**src/rtl/core/aesi_pkg.sv**
```systemverilog
`timescale 1ns / 1ps
package aesi_pkg;

    localparam int MAX_SEQ_LEN = 75;
    localparam int MAX_ARGS    = 10;
    localparam int FIELD_LIMIT = 10;
    localparam int ARG_W       = 14;
    localparam int QUEUE_DEPTH = 2;

    localparam int SEQ_W     = $clog2(MAX_SEQ_LEN + 1);
    localparam int ARG_CNT_W = $clog2(MAX_ARGS + 1);
    localparam int ARG_IDX_W = $clog2(MAX_ARGS);
    localparam int FIELD_W   = $clog2(FIELD_LIMIT + 1);
    localparam int QPTR_W    = $clog2(QUEUE_DEPTH);
    localparam int QCNT_W    = $clog2(QUEUE_DEPTH + 1);
    localparam int CFG_IDX_W = 2;

    localparam logic [ARG_W-1:0] ARG_SAT = {ARG_W{1'b1}};

    localparam logic [7:0] ATTR_RESET = 8'h07;
    localparam logic [7:0] COLS_RESET = 8'd80;
    localparam logic [7:0] ROWS_RESET = 8'd25;

    localparam logic [CFG_IDX_W-1:0] REG_SCREEN_COLUMNS = 2'd0;
    localparam logic [CFG_IDX_W-1:0] REG_SCREEN_ROWS    = 2'd1;

    localparam logic [7:0] CH_ESC      = 8'd27;
    localparam logic [7:0] CH_LBRACKET = 8'h5b;
    localparam logic [7:0] CH_SEMI     = 8'h3b;
    localparam logic [7:0] CH_ZERO     = 8'h30;
    localparam logic [7:0] CH_NINE     = 8'h39;
    localparam logic [7:0] CH_UP       = 8'h41;
    localparam logic [7:0] CH_DOWN     = 8'h42;
    localparam logic [7:0] CH_RIGHT    = 8'h43;
    localparam logic [7:0] CH_LEFT     = 8'h44;
    localparam logic [7:0] CH_POS_H    = 8'h48;
    localparam logic [7:0] CH_POS_F    = 8'h66;
    localparam logic [7:0] CH_SAVE     = 8'h73;
    localparam logic [7:0] CH_RESTORE  = 8'h75;
    localparam logic [7:0] CH_CLS      = 8'h4a;
    localparam logic [7:0] CH_EOL_UC   = 8'h4b;
    localparam logic [7:0] CH_EOL_LC   = 8'h6b;
    localparam logic [7:0] CH_SGR      = 8'h6d;

    localparam logic [2:0] COLOR_MAP [8] = '{3'd0, 3'd4, 3'd2, 3'd6, 3'd1, 3'd5, 3'd3, 3'd7};

    typedef enum logic [1:0] {
        KIND_ABSORB,
        KIND_PRINT,
        KIND_END
    } item_kind_t;

    typedef enum logic [2:0] {
        EV_NONE  = 3'd0,
        EV_PRINT = 3'd1,
        EV_MOVE  = 3'd2,
        EV_CLS   = 3'd3,
        EV_EOL   = 3'd4,
        EV_ATTR  = 3'd5
    } event_t;

    typedef struct packed {
        item_kind_t                       kind;
        logic [7:0]                       chr;
        logic [7:0]                       col;
        logic [7:0]                       row;
        logic [ARG_CNT_W-1:0]             argc;
        logic [MAX_ARGS-1:0][ARG_W-1:0]   args;
    } item_t;

    function automatic logic [7:0] size_hi(input logic [7:0] size);
        return (size == 8'd0) ? 8'd0 : size - 8'd1;
    endfunction

    function automatic logic [7:0] clamp_hi(input logic [ARG_W:0] v, input logic [7:0] hi);
        if (v > (ARG_W+1)'(hi))
            return hi;
        return v[7:0];
    endfunction

    function automatic logic [7:0] apply_sgr(input logic [7:0] at, input logic [ARG_W-1:0] a);
        logic [7:0]       res;
        logic [ARG_W-1:0] off;
        res = at;
        off = '0;
        if (a == ARG_W'(0))
            res = ATTR_RESET;
        else if (a == ARG_W'(1))
            res = at | 8'h08;
        else if (a == ARG_W'(5))
            res = at | 8'h80;
        else if (a == ARG_W'(7))
            res = {at[7], at[2:0], at[3], at[6:4]};
        else if (a == ARG_W'(8))
            res = 8'h00;
        else if (a >= ARG_W'(30) && a <= ARG_W'(37)) begin
            off = a - ARG_W'(30);
            res = (at & 8'hf8) | {5'b0, COLOR_MAP[off[2:0]]};
        end
        else if (a >= ARG_W'(40) && a <= ARG_W'(47)) begin
            off = a - ARG_W'(40);
            res = (at & 8'h8f) | {1'b0, COLOR_MAP[off[2:0]], 4'b0};
        end
        return res;
    endfunction

endpackage

```
**src/rtl/core/aesi_front.sv**
```systemverilog
`timescale 1ns / 1ps
module aesi_front
(
    input  logic                  clk,
    input  logic                  rst_n,
    input  logic                  accept,
    input  logic [7:0]            in_byte,
    input  logic [7:0]            cursor_col,
    input  logic [7:0]            cursor_row,
    output logic                  push,
    output aesi_pkg::item_t       push_item
);

    logic [aesi_pkg::SEQ_W-1:0]     seq_len_reg, seq_len_next;
    logic                           bracket_reg, bracket_next;
    logic [aesi_pkg::MAX_ARGS-1:0][aesi_pkg::ARG_W-1:0] args_reg, args_next;
    logic [aesi_pkg::ARG_CNT_W-1:0] argc_reg, argc_next;
    logic [aesi_pkg::FIELD_W-1:0]   fchars_reg, fchars_next;
    logic                           nondig_reg, nondig_next;

    logic                           is_digit;
    logic                           ok_char;
    logic                           bad_second;
    logic                           ends;
    logic                           bracket_eff;
    logic [aesi_pkg::ARG_W-1:0]     arg_sel;
    logic [aesi_pkg::ARG_W+3:0]     arg_prod;

    assign push = accept;

    always_comb
    begin
        seq_len_next = seq_len_reg;
        bracket_next = bracket_reg;
        args_next    = args_reg;
        argc_next    = argc_reg;
        fchars_next  = fchars_reg;
        nondig_next  = nondig_reg;

        is_digit    = (in_byte >= aesi_pkg::CH_ZERO) && (in_byte <= aesi_pkg::CH_NINE);
        ok_char     = is_digit || (in_byte == aesi_pkg::CH_LBRACKET) ||
                      (in_byte == aesi_pkg::CH_SEMI);
        bad_second  = (seq_len_reg == aesi_pkg::SEQ_W'(1)) ?
                      (in_byte != aesi_pkg::CH_LBRACKET) : !bracket_reg;
        ends        = !ok_char || bad_second ||
                      (seq_len_reg >= aesi_pkg::SEQ_W'(aesi_pkg::MAX_SEQ_LEN));
        bracket_eff = (seq_len_reg == aesi_pkg::SEQ_W'(1)) ?
                      (in_byte == aesi_pkg::CH_LBRACKET) : bracket_reg;
        arg_sel     = args_reg[argc_reg[aesi_pkg::ARG_IDX_W-1:0]];
        arg_prod    = (aesi_pkg::ARG_W+4)'({arg_sel, 3'b000}) +
                      (aesi_pkg::ARG_W+4)'({arg_sel, 1'b0}) +
                      (aesi_pkg::ARG_W+4)'(in_byte - aesi_pkg::CH_ZERO);

        push_item.kind = aesi_pkg::KIND_ABSORB;
        push_item.chr  = in_byte;
        push_item.col  = cursor_col;
        push_item.row  = cursor_row;
        push_item.argc = argc_reg;
        push_item.args = args_reg;

        if (seq_len_reg != '0)
        begin
            if (!ends)
            begin
                bracket_next = bracket_eff;
                seq_len_next = seq_len_reg + aesi_pkg::SEQ_W'(1);
                if (seq_len_reg >= aesi_pkg::SEQ_W'(2) &&
                    argc_reg < aesi_pkg::ARG_CNT_W'(aesi_pkg::MAX_ARGS) &&
                    fchars_reg < aesi_pkg::FIELD_W'(aesi_pkg::FIELD_LIMIT))
                begin
                    if (in_byte == aesi_pkg::CH_SEMI)
                    begin
                        argc_next   = argc_reg + aesi_pkg::ARG_CNT_W'(1);
                        fchars_next = '0;
                        nondig_next = 1'b0;
                    end
                    else
                    begin
                        fchars_next = fchars_reg + aesi_pkg::FIELD_W'(1);
                        if (is_digit && !nondig_reg)
                        begin
                            if (arg_prod > (aesi_pkg::ARG_W+4)'(aesi_pkg::ARG_SAT))
                                args_next[argc_reg[aesi_pkg::ARG_IDX_W-1:0]] = aesi_pkg::ARG_SAT;
                            else
                                args_next[argc_reg[aesi_pkg::ARG_IDX_W-1:0]] =
                                    arg_prod[aesi_pkg::ARG_W-1:0];
                        end
                        else
                            nondig_next = 1'b1;
                    end
                end
            end
            else
            begin
                if (bracket_eff)
                begin
                    push_item.kind = aesi_pkg::KIND_END;
                    if (fchars_reg != '0 &&
                        argc_reg < aesi_pkg::ARG_CNT_W'(aesi_pkg::MAX_ARGS))
                        push_item.argc = argc_reg + aesi_pkg::ARG_CNT_W'(1);
                end
                seq_len_next = '0;
                bracket_next = 1'b0;
                args_next    = '0;
                argc_next    = '0;
                fchars_next  = '0;
                nondig_next  = 1'b0;
            end
        end
        else if (in_byte == aesi_pkg::CH_ESC)
        begin
            seq_len_next = aesi_pkg::SEQ_W'(1);
            bracket_next = 1'b0;
            args_next    = '0;
            argc_next    = '0;
            fchars_next  = '0;
            nondig_next  = 1'b0;
        end
        else
            push_item.kind = aesi_pkg::KIND_PRINT;
    end

    always_ff @(posedge clk or negedge rst_n)
    begin
        if (!rst_n)
        begin
            seq_len_reg <= '0;
            bracket_reg <= 1'b0;
            args_reg    <= '0;
            argc_reg    <= '0;
            fchars_reg  <= '0;
            nondig_reg  <= 1'b0;
        end
        else if (accept)
        begin
            seq_len_reg <= seq_len_next;
            bracket_reg <= bracket_next;
            args_reg    <= args_next;
            argc_reg    <= argc_next;
            fchars_reg  <= fchars_next;
            nondig_reg  <= nondig_next;
        end
    end

endmodule

```
**src/rtl/core/aesi_queue.sv**
```systemverilog
`timescale 1ns / 1ps
module aesi_queue
(
    input  logic               clk,
    input  logic               rst_n,
    input  logic               push,
    input  aesi_pkg::item_t    push_item,
    output logic               full,
    input  logic               pop,
    output aesi_pkg::item_t    head,
    output logic               empty
);

    aesi_pkg::item_t                entry_mem [aesi_pkg::QUEUE_DEPTH];
    logic [aesi_pkg::QPTR_W-1:0]    wr_ptr_reg, wr_ptr_next;
    logic [aesi_pkg::QPTR_W-1:0]    rd_ptr_reg, rd_ptr_next;
    logic [aesi_pkg::QCNT_W-1:0]    count_reg, count_next;
    logic                           do_push;
    logic                           do_pop;

    assign full    = (count_reg == aesi_pkg::QCNT_W'(aesi_pkg::QUEUE_DEPTH));
    assign empty   = (count_reg == '0);
    assign do_push = push && !full;
    assign do_pop  = pop && !empty;
    assign head    = entry_mem[rd_ptr_reg];

    always_comb
    begin
        wr_ptr_next = wr_ptr_reg;
        rd_ptr_next = rd_ptr_reg;
        count_next  = count_reg;
        if (do_push)
            wr_ptr_next = (wr_ptr_reg == aesi_pkg::QPTR_W'(aesi_pkg::QUEUE_DEPTH - 1)) ?
                          '0 : wr_ptr_reg + aesi_pkg::QPTR_W'(1);
        if (do_pop)
            rd_ptr_next = (rd_ptr_reg == aesi_pkg::QPTR_W'(aesi_pkg::QUEUE_DEPTH - 1)) ?
                          '0 : rd_ptr_reg + aesi_pkg::QPTR_W'(1);
        if (do_push && !do_pop)
            count_next = count_reg + aesi_pkg::QCNT_W'(1);
        else if (do_pop && !do_push)
            count_next = count_reg - aesi_pkg::QCNT_W'(1);
    end

    always_ff @(posedge clk)
    begin
        if (do_push)
            entry_mem[wr_ptr_reg] <= push_item;
    end

    always_ff @(posedge clk or negedge rst_n)
    begin
        if (!rst_n)
        begin
            wr_ptr_reg <= '0;
            rd_ptr_reg <= '0;
            count_reg  <= '0;
        end
        else
        begin
            wr_ptr_reg <= wr_ptr_next;
            rd_ptr_reg <= rd_ptr_next;
            count_reg  <= count_next;
        end
    end

endmodule

```
**src/rtl/core/aesi_back.sv**
```systemverilog
`timescale 1ns / 1ps
module aesi_back
(
    input  logic               clk,
    input  logic               rst_n,
    input  logic [7:0]         screen_columns,
    input  logic [7:0]         screen_rows,
    input  aesi_pkg::item_t    head,
    input  logic               empty,
    output logic               pop,
    output logic               out_valid,
    input  logic               out_stall,
    output logic [2:0]         event_res,
    output logic [7:0]         print_char,
    output logic [7:0]         target_col,
    output logic [7:0]         target_row,
    output logic [7:0]         text_attr,
    output logic [7:0]         clear_count
);

    typedef enum logic {
        S_IDLE,
        S_SGR
    } state_t;

    state_t                         state_reg, state_next;
    logic [aesi_pkg::ARG_CNT_W-1:0] k_reg, k_next;
    logic [7:0]                     attr_reg, attr_next;
    logic [15:0]                    saved_reg, saved_next;
    logic                           out_valid_reg, out_valid_next;
    aesi_pkg::event_t               ev_reg, ev_next;
    logic [7:0]                     pch_reg, pch_next;
    logic [7:0]                     tc_reg, tc_next;
    logic [7:0]                     tr_reg, tr_next;
    logic [7:0]                     clr_reg, clr_next;
    logic [7:0]                     attr_out_reg, attr_out_next;

    aesi_pkg::event_t               res_ev;
    logic [7:0]                     res_pch;
    logic [7:0]                     res_tc;
    logic [7:0]                     res_tr;
    logic [7:0]                     res_clr;
    logic                           res_save;

    logic                           out_free;
    logic                           is_sgr;
    logic [7:0]                     cols_hi;
    logic [7:0]                     rows_hi;
    logic [aesi_pkg::ARG_W-1:0]     a0;
    logic [aesi_pkg::ARG_W-1:0]     a1;
    logic [aesi_pkg::ARG_W:0]       col_w;
    logic [aesi_pkg::ARG_W:0]       row_w;
    logic [aesi_pkg::ARG_W:0]       a0_w;

    assign out_free = !out_valid_reg || !out_stall;
    assign is_sgr   = (head.kind == aesi_pkg::KIND_END) && (head.chr == aesi_pkg::CH_SGR);
    assign cols_hi  = aesi_pkg::size_hi(screen_columns);
    assign rows_hi  = aesi_pkg::size_hi(screen_rows);

    always_comb
    begin
        res_ev   = aesi_pkg::EV_NONE;
        res_pch  = 8'd0;
        res_tc   = head.col;
        res_tr   = head.row;
        res_clr  = 8'd0;
        res_save = 1'b0;
        a0       = head.args[0];
        a1       = head.args[1];
        if (head.chr >= aesi_pkg::CH_UP && head.chr <= aesi_pkg::CH_LEFT && a0 == '0)
            a0 = aesi_pkg::ARG_W'(1);
        col_w    = (aesi_pkg::ARG_W+1)'(head.col);
        row_w    = (aesi_pkg::ARG_W+1)'(head.row);
        a0_w     = (aesi_pkg::ARG_W+1)'(a0);

        unique case (head.kind)
            aesi_pkg::KIND_PRINT:
            begin
                res_ev  = aesi_pkg::EV_PRINT;
                res_pch = head.chr;
            end
            aesi_pkg::KIND_END:
            begin
                priority case (head.chr)
                    aesi_pkg::CH_POS_H, aesi_pkg::CH_POS_F:
                    begin
                        res_ev = aesi_pkg::EV_MOVE;
                        res_tc = (a1 == '0) ? 8'd0 : aesi_pkg::clamp_hi(
                                 (aesi_pkg::ARG_W+1)'(a1) - (aesi_pkg::ARG_W+1)'(1), cols_hi);
                        res_tr = (a0 == '0) ? 8'd0 : aesi_pkg::clamp_hi(
                                 a0_w - (aesi_pkg::ARG_W+1)'(1), rows_hi);
                    end
                    aesi_pkg::CH_UP:
                    begin
                        res_ev = aesi_pkg::EV_MOVE;
                        res_tc = aesi_pkg::clamp_hi(col_w, cols_hi);
                        res_tr = (a0_w > row_w) ? 8'd0 :
                                 aesi_pkg::clamp_hi(row_w - a0_w, rows_hi);
                    end
                    aesi_pkg::CH_DOWN:
                    begin
                        res_ev = aesi_pkg::EV_MOVE;
                        res_tc = aesi_pkg::clamp_hi(col_w, cols_hi);
                        res_tr = aesi_pkg::clamp_hi(row_w + a0_w, rows_hi);
                    end
                    aesi_pkg::CH_RIGHT:
                    begin
                        res_ev = aesi_pkg::EV_MOVE;
                        res_tc = aesi_pkg::clamp_hi(col_w + a0_w, cols_hi);
                        res_tr = aesi_pkg::clamp_hi(row_w, rows_hi);
                    end
                    aesi_pkg::CH_LEFT:
                    begin
                        res_ev = aesi_pkg::EV_MOVE;
                        res_tc = (a0_w > col_w) ? 8'd0 :
                                 aesi_pkg::clamp_hi(col_w - a0_w, cols_hi);
                        res_tr = aesi_pkg::clamp_hi(row_w, rows_hi);
                    end
                    aesi_pkg::CH_SAVE:
                        res_save = 1'b1;
                    aesi_pkg::CH_RESTORE:
                    begin
                        res_ev = aesi_pkg::EV_MOVE;
                        res_tc = aesi_pkg::clamp_hi((aesi_pkg::ARG_W+1)'(saved_reg[7:0]),
                                                    cols_hi);
                        res_tr = aesi_pkg::clamp_hi((aesi_pkg::ARG_W+1)'(saved_reg[15:8]),
                                                    rows_hi);
                    end
                    aesi_pkg::CH_CLS:
                    begin
                        if (head.args[0] == aesi_pkg::ARG_W'(2))
                        begin
                            res_ev = aesi_pkg::EV_CLS;
                            res_tc = 8'd0;
                            res_tr = 8'd0;
                        end
                    end
                    aesi_pkg::CH_EOL_UC, aesi_pkg::CH_EOL_LC:
                    begin
                        res_ev  = aesi_pkg::EV_EOL;
                        res_clr = (screen_columns > head.col) ? screen_columns - head.col : 8'd0;
                    end
                    aesi_pkg::CH_SGR:
                        res_ev = aesi_pkg::EV_ATTR;
                    default:
                        res_ev = aesi_pkg::EV_NONE;
                endcase
            end
            default:
                res_ev = aesi_pkg::EV_NONE;
        endcase
    end

    always_comb
    begin
        state_next     = state_reg;
        k_next         = k_reg;
        attr_next      = attr_reg;
        saved_next     = saved_reg;
        out_valid_next = out_valid_reg && out_stall;
        ev_next        = ev_reg;
        pch_next       = pch_reg;
        tc_next        = tc_reg;
        tr_next        = tr_reg;
        clr_next       = clr_reg;
        attr_out_next  = attr_out_reg;
        pop            = 1'b0;

        unique case (state_reg)
            S_IDLE:
            begin
                if (!empty)
                begin
                    if (is_sgr)
                    begin
                        k_next     = '0;
                        state_next = S_SGR;
                        if (head.argc == '0)
                            attr_next = aesi_pkg::ATTR_RESET;
                    end
                    else if (out_free)
                    begin
                        pop            = 1'b1;
                        out_valid_next = 1'b1;
                        ev_next        = res_ev;
                        pch_next       = res_pch;
                        tc_next        = res_tc;
                        tr_next        = res_tr;
                        clr_next       = res_clr;
                        attr_out_next  = attr_reg;
                        if (res_save)
                            saved_next = {head.row, head.col};
                    end
                end
            end
            S_SGR:
            begin
                if (k_reg < head.argc)
                begin
                    attr_next = aesi_pkg::apply_sgr(attr_reg,
                                    head.args[k_reg[aesi_pkg::ARG_IDX_W-1:0]]);
                    k_next    = k_reg + aesi_pkg::ARG_CNT_W'(1);
                end
                else if (out_free)
                begin
                    pop            = 1'b1;
                    out_valid_next = 1'b1;
                    ev_next        = aesi_pkg::EV_ATTR;
                    pch_next       = 8'd0;
                    tc_next        = head.col;
                    tr_next        = head.row;
                    clr_next       = 8'd0;
                    attr_out_next  = attr_reg;
                    state_next     = S_IDLE;
                end
            end
            default:
                state_next = S_IDLE;
        endcase
    end

    always_ff @(posedge clk or negedge rst_n)
    begin
        if (!rst_n)
        begin
            state_reg     <= S_IDLE;
            k_reg         <= '0;
            attr_reg      <= aesi_pkg::ATTR_RESET;
            saved_reg     <= '0;
            out_valid_reg <= 1'b0;
            ev_reg        <= aesi_pkg::EV_NONE;
            pch_reg       <= '0;
            tc_reg        <= '0;
            tr_reg        <= '0;
            clr_reg       <= '0;
            attr_out_reg  <= aesi_pkg::ATTR_RESET;
        end
        else
        begin
            state_reg     <= state_next;
            k_reg         <= k_next;
            attr_reg      <= attr_next;
            saved_reg     <= saved_next;
            out_valid_reg <= out_valid_next;
            ev_reg        <= ev_next;
            pch_reg       <= pch_next;
            tc_reg        <= tc_next;
            tr_reg        <= tr_next;
            clr_reg       <= clr_next;
            attr_out_reg  <= attr_out_next;
        end
    end

    assign out_valid   = out_valid_reg;
    assign event_res   = ev_reg;
    assign print_char  = pch_reg;
    assign target_col  = tc_reg;
    assign target_row  = tr_reg;
    assign text_attr   = attr_out_reg;
    assign clear_count = clr_reg;

endmodule

```
**src/rtl/core/ansi_escape_sequence_interpreter_top.sv**
```systemverilog
`timescale 1ns / 1ps
// Terminal byte interpreter for ESC-bracket cursor, clear and attribute commands. Each accepted
// byte gives exactly one result beat. The front end takes one byte per cycle, while the queue is
// not full (in_stall), into a two-beat queue; the back end drains it, and for an attribute command
// (ESC [ ... m) the single attribute update unit walks the stored arguments one at a time before
// the byte is reported, taking no new byte from the queue meanwhile. text_attr always shows the
// attribute in force after the reported byte. Write the screen size registers only while no byte
// is in flight; a size of zero bounds the cursor as a size of one does.
module ansi_escape_sequence_interpreter_top
(
    input  logic                             clk,
    input  logic                             rst_n,
    input  logic                             in_valid,
    output logic                             in_stall,
    input  logic [7:0]                       in_byte,
    input  logic [7:0]                       cursor_col,
    input  logic [7:0]                       cursor_row,
    output logic                             out_valid,
    input  logic                             out_stall,
    output logic [2:0]                       event_res,
    output logic [7:0]                       print_char,
    output logic [7:0]                       target_col,
    output logic [7:0]                       target_row,
    output logic [7:0]                       text_attr,
    output logic [7:0]                       clear_count,
    input  logic                             cfg_valid,
    output logic                             cfg_ready,
    input  logic [aesi_pkg::CFG_IDX_W-1:0]   cfg_index,
    input  logic [7:0]                       cfg_data
);

    logic [7:0]        cols_reg;
    logic [7:0]        rows_reg;
    logic              q_full;
    logic              q_empty;
    logic              q_pop;
    logic              q_push;
    logic              accept;
    aesi_pkg::item_t   q_push_item;
    aesi_pkg::item_t   q_head;

    assign cfg_ready = 1'b1;
    assign in_stall  = q_full;
    assign accept    = in_valid && !q_full;

    always_ff @(posedge clk or negedge rst_n)
    begin
        if (!rst_n)
        begin
            cols_reg <= aesi_pkg::COLS_RESET;
            rows_reg <= aesi_pkg::ROWS_RESET;
        end
        else if (cfg_valid && cfg_ready)
        begin
            unique case (cfg_index)
                aesi_pkg::REG_SCREEN_COLUMNS: cols_reg <= cfg_data;
                aesi_pkg::REG_SCREEN_ROWS:    rows_reg <= cfg_data;
                default:                      cols_reg <= cols_reg;
            endcase
        end
    end

    aesi_front u_front
    (
        .clk        (clk),
        .rst_n      (rst_n),
        .accept     (accept),
        .in_byte    (in_byte),
        .cursor_col (cursor_col),
        .cursor_row (cursor_row),
        .push       (q_push),
        .push_item  (q_push_item)
    );

    aesi_queue u_queue
    (
        .clk       (clk),
        .rst_n     (rst_n),
        .push      (q_push),
        .push_item (q_push_item),
        .full      (q_full),
        .pop       (q_pop),
        .head      (q_head),
        .empty     (q_empty)
    );

    aesi_back u_back
    (
        .clk            (clk),
        .rst_n          (rst_n),
        .screen_columns (cols_reg),
        .screen_rows    (rows_reg),
        .head           (q_head),
        .empty          (q_empty),
        .pop            (q_pop),
        .out_valid      (out_valid),
        .out_stall      (out_stall),
        .event_res      (event_res),
        .print_char     (print_char),
        .target_col     (target_col),
        .target_row     (target_row),
        .text_attr      (text_attr),
        .clear_count    (clear_count)
    );

    a_move_on_screen: assert property (@(posedge clk) disable iff (!rst_n)
        out_valid && (event_res == aesi_pkg::EV_MOVE) |->
            (target_col <= aesi_pkg::size_hi(cols_reg)) &&
            (target_row <= aesi_pkg::size_hi(rows_reg)))
        else $error("cursor move beyond screen");

    a_print_char_only_on_print: assert property (@(posedge clk) disable iff (!rst_n)
        out_valid && (event_res != aesi_pkg::EV_PRINT) |-> (print_char == 8'd0))
        else $error("print_char set on a non-print beat");

    a_clear_count_only_on_eol: assert property (@(posedge clk) disable iff (!rst_n)
        out_valid && (event_res != aesi_pkg::EV_EOL) |-> (clear_count == 8'd0))
        else $error("clear_count set on a non-clear beat");

    a_cls_home: assert property (@(posedge clk) disable iff (!rst_n)
        out_valid && (event_res == aesi_pkg::EV_CLS) |->
            (target_col == 8'd0) && (target_row == 8'd0))
        else $error("clear screen does not home the cursor");

endmodule
```
**config.mk**
```make
export PLATFORM = sky130hd
export DESIGN_NAME = ansi_escape_sequence_interpreter_top
export DESIGN_NICKNAME = d
export VERILOG_FILES = /design/src/rtl/core/aesi_pkg.sv /design/src/rtl/core/aesi_front.sv /design/src/rtl/core/aesi_queue.sv /design/src/rtl/core/aesi_back.sv /design/src/rtl/core/ansi_escape_sequence_interpreter_top.sv
export SDC_FILE = /design/constraint.sdc
export NUM_CORES = 1
export LEC_CHECK = 0
export ABC_CLOCK_PERIOD_IN_PS = 15700
export CAP_MARGIN = 20
export CORE_MARGIN = 2
export CORE_UTILIZATION = 30
export DETAILED_ROUTE_END_ITERATION = 6
export DONT_BUFFER_PORTS = 1
export PLACE_DENSITY = 0.41
export SYNTH_ARGS = -nofsm -noshare
export SYNTH_HDL_FRONTEND = slang
export SYNTH_SLANG_ARGS = --single-unit
export TNS_END_PERCENT = 50
```
**constraint.sdc**
```tcl
create_clock -name clk -period 15.7 [get_ports clk]
set_input_delay 2.355 -clock clk [delete_from_list [all_inputs] [get_ports clk]]
set_output_delay 2.355 -clock clk [all_outputs]
set_load 0.01 [all_outputs]
```
* Word-level counts from Yosys, hierarchy flattened
Memory sizes are Yosys's and may differ from the RTL's.
Cells that the tools add are included.
** Cells by class
- Muxes and demuxes :: 196
- Eq/ne operators :: 47
- Bitwise logic cells :: 8
- $add $sub $neg :: 22
- Reduce and logical (&&, ||, !) cells :: 61
- Order comparisons :: 32
** Operators by type and width (count)
- $mux W140 :: 7
- $mux W8 :: 69
- $bwmux W140 :: 1
- $or A140 B140 Y140 :: 1
- $bmux W14 S4 :: 2
- $pmux W8 S7 :: 2
- $eq A8 B7 Y1 const B :: 13
- $pmux W8 S2 :: 6
- $gt A15 B8 Y1 :: 6
- $mux W4 :: 16
- $mux W1 :: 63
- $demux W14 S4 :: 1
- $logic_not A14 Y1 :: 4
- $mux W14 :: 4
- $gt A8 B8 Y1 :: 5
- $add A8 B14 Y15 :: 2
- $sub A14 B1 Y15 const B :: 2
- $sub A8 B14 Y15 :: 2
- $eq A14 B3 Y1 const B :: 2
- $gt A14 B8 Y1 :: 2
- $le A14 B6 Y1 const B :: 2
- $mux W3 :: 9
- $mux W7 :: 3
- $reduce_and A7 Y1 :: 3
- 66 further kinds :: 139
** Word-level totals
- Register bits :: 250
- Memories :: 3
- RAM bits :: 340
- Bits of input ports :: 39
- Output and inout bits :: 46
- Bits in read-only memories :: 48
** Memories
- u_queue.entry_mem :: depth 2, width 170, rd ports 1, clocked after memory_dff 0, write ports 1, line aesi_queue.sv:14 : aesi_pkg::item_t entry_mem [aesi_pkg::QUEUE_DEPTH];
- (name not given) :: depth 8, width 3, rd ports 1, clocked after memory_dff 0, write ports 0, line aesi_pkg.sv:98 : res = (at & 8'hf8) | {5'b0, COLOR_MAP[off[2:0]]};
- (name not given) :: depth 8, width 3, rd ports 1, clocked after memory_dff 0, write ports 0, line aesi_pkg.sv:102 : res = (at & 8'h8f) | {1'b0, COLOR_MAP[off[2:0]], 4'b0};

* Logic depth before layout (Yosys ltp)
An unclocked memory read counts as a cell.
- Depth after elaboration :: 18
- Mapped depth :: 32
- Mapped depth without buffers :: 25

* Modules after synthesis
From an unflattened synthesis, not the netlist that was laid out.
** Unflattened totals
- Cells, all modules :: 2731
- Area total of the unflattened synthesis :: 32555.0 sq um
** By module, submodules not included
- aesi_queue :: seq. area each 10309.9 sq um, area an instance 12822.3 sq um, cells each 548, times used 1
- aesi_back :: seq. area each 1834.3 sq um, area an instance 9970.8 sq um, cells each 1252, times used 1
- aesi_front :: seq. area each 3928.8 sq um, area an instance 9127.5 sq um, cells each 894, times used 1
- ansi_escape_sequence_interpreter_top :: seq. area each 406.6 sq um, area an instance 634.4 sq um, cells each 37, times used 1

* Worst setup path after synthesis
OpenSTA, ideal clock, no wires.
- Path kind :: input-to-reg
- From :: input in_valid
- To :: memory u_queue.entry_mem[0][0] (netlist bit) (enable)
- Slack :: 5502 ps
- Buffers on the path :: 0
- Cell stages on the path :: 2
- Data arrival time :: 9496 ps
- Cell sequence :: nand2_1 -> nor2_1
** Between the ends
- Longest elaborated chain between the ends :: 4
** Ends and longest elaborated chain
- start, declared :: line ansi_escape_sequence_interpreter_top.sv:13 : input logic in_valid,
- $logic_and A1 B1 Y1 :: line ansi_escape_sequence_interpreter_top.sv:44 : assign accept = in_valid && !q_full;
- $logic_and A1 B1 Y1 :: line aesi_queue.sv:23 : assign do_push = push && !full;
- $mux W1 :: line aesi_queue.sv:46 : if (do_push)
- $mux W1 (implied by the code) :: line aesi_queue.sv:47 : entry_mem[wr_ptr_reg] <= push_item;
- end, declared :: line aesi_queue.sv:14
Every way passes these cells.

* Worst setup path in the final report
- From :: register u_queue.rd_ptr_reg
- To :: register u_back.tc_reg[4] (netlist: u_back.target_col[4])
** Between the ends
- Longest elaborated chain between the ends :: 18
** Ends and longest elaborated chain
- start, declared :: line aesi_queue.sv:16 : logic [aesi_pkg::QPTR_W-1:0] rd_ptr_reg, rd_ptr_next;
- start signal, assigned :: line aesi_queue.sv:61 : rd_ptr_reg <= rd_ptr_next;
- $mem_v2 Z2 W170 (*)
- $ge A8 B7 Y1 or $le A8 B7 Y1 (tied branches) :: line aesi_back.sv:70 : if (head.chr >= aesi_pkg::CH_UP && head.chr <= aesi_pkg::CH_LEFT && a0 == '0)
- $logic_and A1 B1 Y1 (2 in a row) :: line aesi_back.sv:70
- $mux W14 :: line aesi_back.sv:70
- $sub A8 B14 Y15 :: line aesi_back.sv:116 : aesi_pkg::clamp_hi(col_w - a0_w, cols_hi);
- $gt A15 B8 Y1 :: line aesi_pkg.sv:76 : if (v > (ARG_W+1)'(hi))
- $mux W1 :: line aesi_pkg.sv:76
- $mux W1 :: line aesi_back.sv:84 : priority case (head.chr)
- $mux W1 :: line aesi_back.sv:76 : unique case (head.kind)
- $mux W8 :: line aesi_pkg.sv:78 : return v[7:0];
- $mux W8 :: line aesi_back.sv:115 : res_tc = (a0_w > col_w) ? 8'd0 :
- $pmux W8 S7 :: line aesi_back.sv:84
- $mux W8 :: line aesi_back.sv:76
- $mux W8 :: line aesi_back.sv:181 : else if (out_free)
- $mux W8 :: line aesi_back.sv:174 : if (is_sgr)
- $mux W8 :: line aesi_back.sv:172 : if (!empty)
- $pmux W8 S2 :: line aesi_back.sv:169 : unique case (state_reg)
- end signal, assigned :: line aesi_back.sv:247 : tc_reg <= tc_next;
- end, declared :: line aesi_back.sv:33 : logic [7:0] tc_reg, tc_next;
Mark *: on every way between the ends. The rest lies on a longest branch, timed or not. The select of a mux whose other input is x is not followed.
A chain may end at the register's enable or synchronous reset.

==> results.toml <==
[min_path]
whs_path_depth = 2
min_path_type = "register to register"
hp-start = "u_back.text_attr[1]"
hold_end = "u_back.text_attr[1]"

[cells_and_area]
nNetsFinal = 2967
layout-area-overhead-vs-synth_pct = 13.3
drive_gt1_share_pct = 12.0
n_antenna_cell = 0
largest_reg_flops = 340
finish.utilization_pct = 34.3

[drt]
finalWirelength_um = 104000
viasPerCell = 5.29
wl_per_cell_um = 24.9
drc_errors = 0
via_count = 22146
firstDrtPassIters = 7
ant_nets = 0
drtIter0Drc = 1424

[floorplanning]
die-area_um2 = 107000
fp.dieH_um = 327
io_pins = 85
start_util_pct = 30.2
core_um2 = 104000
fp.dieW_um = 327
rows = 118

[timing]
fin_tns_setup_ns = 0
hold_viol = 0
worst_pin_slew_ns = 1.25
timing.fmax_mhz = 126
fin_skew_ns = 0.0222
period_needed_ns = 7.97
setup_viol = 0
period_share_pct = 50.7
rsz0062_at_grt = "no"
slew_headroom_pct = 16.9
slew_viol_final = 0

[cts]
cts_htree_levels = 3
ctsResizeCount = 0
cts_hold_buffers = 0
clk_latency_ns = 0.65
numCtsBuffers = 72
post_cts_buffers = 0
cts-root-buf = "clkbuf_16"
path_clk_slew_ns = 0.06
cts.path.max_buffers = 3
cts.sinks = 590
cts_tree = "done"

[logic_synthesis]
synth_edf_count = 340
synthTopCellsByArea = "edfxtp_1 (33%), dfrtp_1 (19%), ha_1 (6.6%), nand2_1 (3.7%), mux4_2 (3.7%)"
netlist_area_um2 = 31300
synth.most_common_cell = "edfxtp_1"
synth_cell_types = 94
synth_top_cell_area_share_pct = 32.6
ys_async_sr_fraction_pct = 42.4
yosys_warnings = 0
synth_top_area_cell = "edfxtp_1"
syn_inst = 2726
synth_common_cells = "edfxtp_1 (340), nand2_1 (309), dfrtp_1 (239)"
yosys_register_bits = 590
ys_seq_area_share_pct = 52.6
synth_ff_type = "edfxtp_1"
syn_area_per_cell_um2 = 11.5
synthesis.nets = 2949

[worst_setup_path]
reg2regPathDepth = 26
rr_endpoint = "u_back.target_col[4]"
rr_startpoint = "u_queue.rd_ptr_reg"
worstPathArrival_ns = 8.48
endpoint_kind = "register"
crit_fanout = 61
r2r_slack_ns = 7.73
start_kind = "register"
worst-setup-path-type = "register to register"
required_ns = 16.22

[placed_design]
gp_congestion = 0.866
io_buffer_count = 0
hpwl_um = 72900

[global_route]
grt_pass1_wl_um = 154000
grt_use_total_pct = 19.5
grt_max_degree = 251
grt_pass1_vias = 22657
overflow = 0
antenna_found_initial = 7

[power]
p_leak_uw = 0.0139
p_per_area_nw_per_um2 = 181
ir_worst_vdd_v = 0.0000904

[outcome]
status = "finished, final reports clean"

[run]
maxCapViolations = 0
-- worst max-delay path, stage by stage, from the launching register on --
cell and delay, ns:
dfrtp_4 0.74, buf_4 0.50, buf_4 0.70, nor3b_1 0.33, o22ai_1 0.19, nor4_1 0.45
a21boi_1 0.40, nand2_1 0.09, nand2_1 0.33, ha_1 0.26, inv_1 0.06, fa_1 0.40
a21o_1 0.17, a21oi_1 0.21, o21bai_1 0.09, a21oi_1 0.21, xnor2_1 0.18, ha_1 0.28
a21o_1 0.18, a21o_1 0.18, o21ai_0 0.14, a21oi_1 0.08, a211oi_1 0.64, nand2_1 0.36
mux2_2 0.35, a21oi_1 0.17, a21oi_1 0.08
-- routing by layer --
layer  up-vias  track usage [%]  share of wire [%]
met1     11243             25.5                 44
li1      10213                -                  -
met3       160             2.60                4.0
met2       526             33.4                 49
met4         4             6.12                2.9
met5         -                0              0.025
-- worst max path at each step --
stage,from,endpoint,slack (ns),cells past startpoint
after detailed placement,u_queue.rd_ptr_reg,u_back.target_col[4],7.81,26
after global routing,u_queue.rd_ptr_reg,u_back.target_col[4],7.22,26
after floorplan,in_valid,u_queue.entry_mem[0][0],5.50,2
after global placement,u_queue.rd_ptr_reg,u_back.target_col[4],7.89,26
final,u_queue.rd_ptr_reg,u_back.target_col[4],7.73,26
after CTS,u_queue.rd_ptr_reg,u_back.target_col[4],7.77,26
-- placed cells by master, fill, tap and decap left out, drive strengths merged, types with 90 or more instances in the layout --
cell type / n
a21oi: 125
clkbuf: 103
dfrtp: 239
edfxtp: 340
ha: 166
inv: 132
mux2i: 90
nand2: 309
nor2: 148
o21ai: 231
-- stage by stage --
step           area, µm²  total power (µW)  hold WS [ns]  cells  setup slack (ns)
2_1_floorplan      31300              3940         0.442   2726              5.50
3_3_place_gp       33000              4690         0.474   4048              7.89
3_5_place_dp       33000              4720         0.482   4048              7.81
6_report           35500              6410         0.485   4183              7.73
5_1_grt            35500              6820         0.514   4183              7.22
4_1_cts            35500              6490         0.491   4181              7.77
-- report_power, final --
part	switching (µW)	internal (µW)	leakage, µW
Combinational	1620	913	0.00609
Sequential	190	1950	0.00659
Clock	704	1030	0.00121
Total	2520	3900	0.0139
-- area by class of cell --
class | count | area, µm²
flip-flops and latches | 590 | 16500
inverters | 129 | 484
repair buffers | 40 | 320
fillers | 10450 | 68100
clock inverters | 30 | 380
clock buffers | 103 | 2110
well taps | 1380 | 1730
multi-input cells | 1911 | 14000
-- kinds of logic (layout without fill, tap and decap cells) --
| family | count (synthesis) | count (layout) | share of synthesized area, % |
|---|---|---|---|
| AND/OR/NAND/NOR | 789 | 789 | 12.0 |
| AO/OA/AOI/OAI | 646 | 646 | 13.0 |
| flip-flops | 590 | 590 | 52.6 |
| buffers and inverters | 225 | 302 | 3.08 |
| multiplexers | 220 | 220 | 9.48 |
| adder cells (fa/ha/maj) | 184 | 184 | 7.78 |
| XOR/XNOR | 71 | 71 | 1.98 |
| other | 1 | 1 | 0.0120 |
Power figures use the tool's default switching activity.
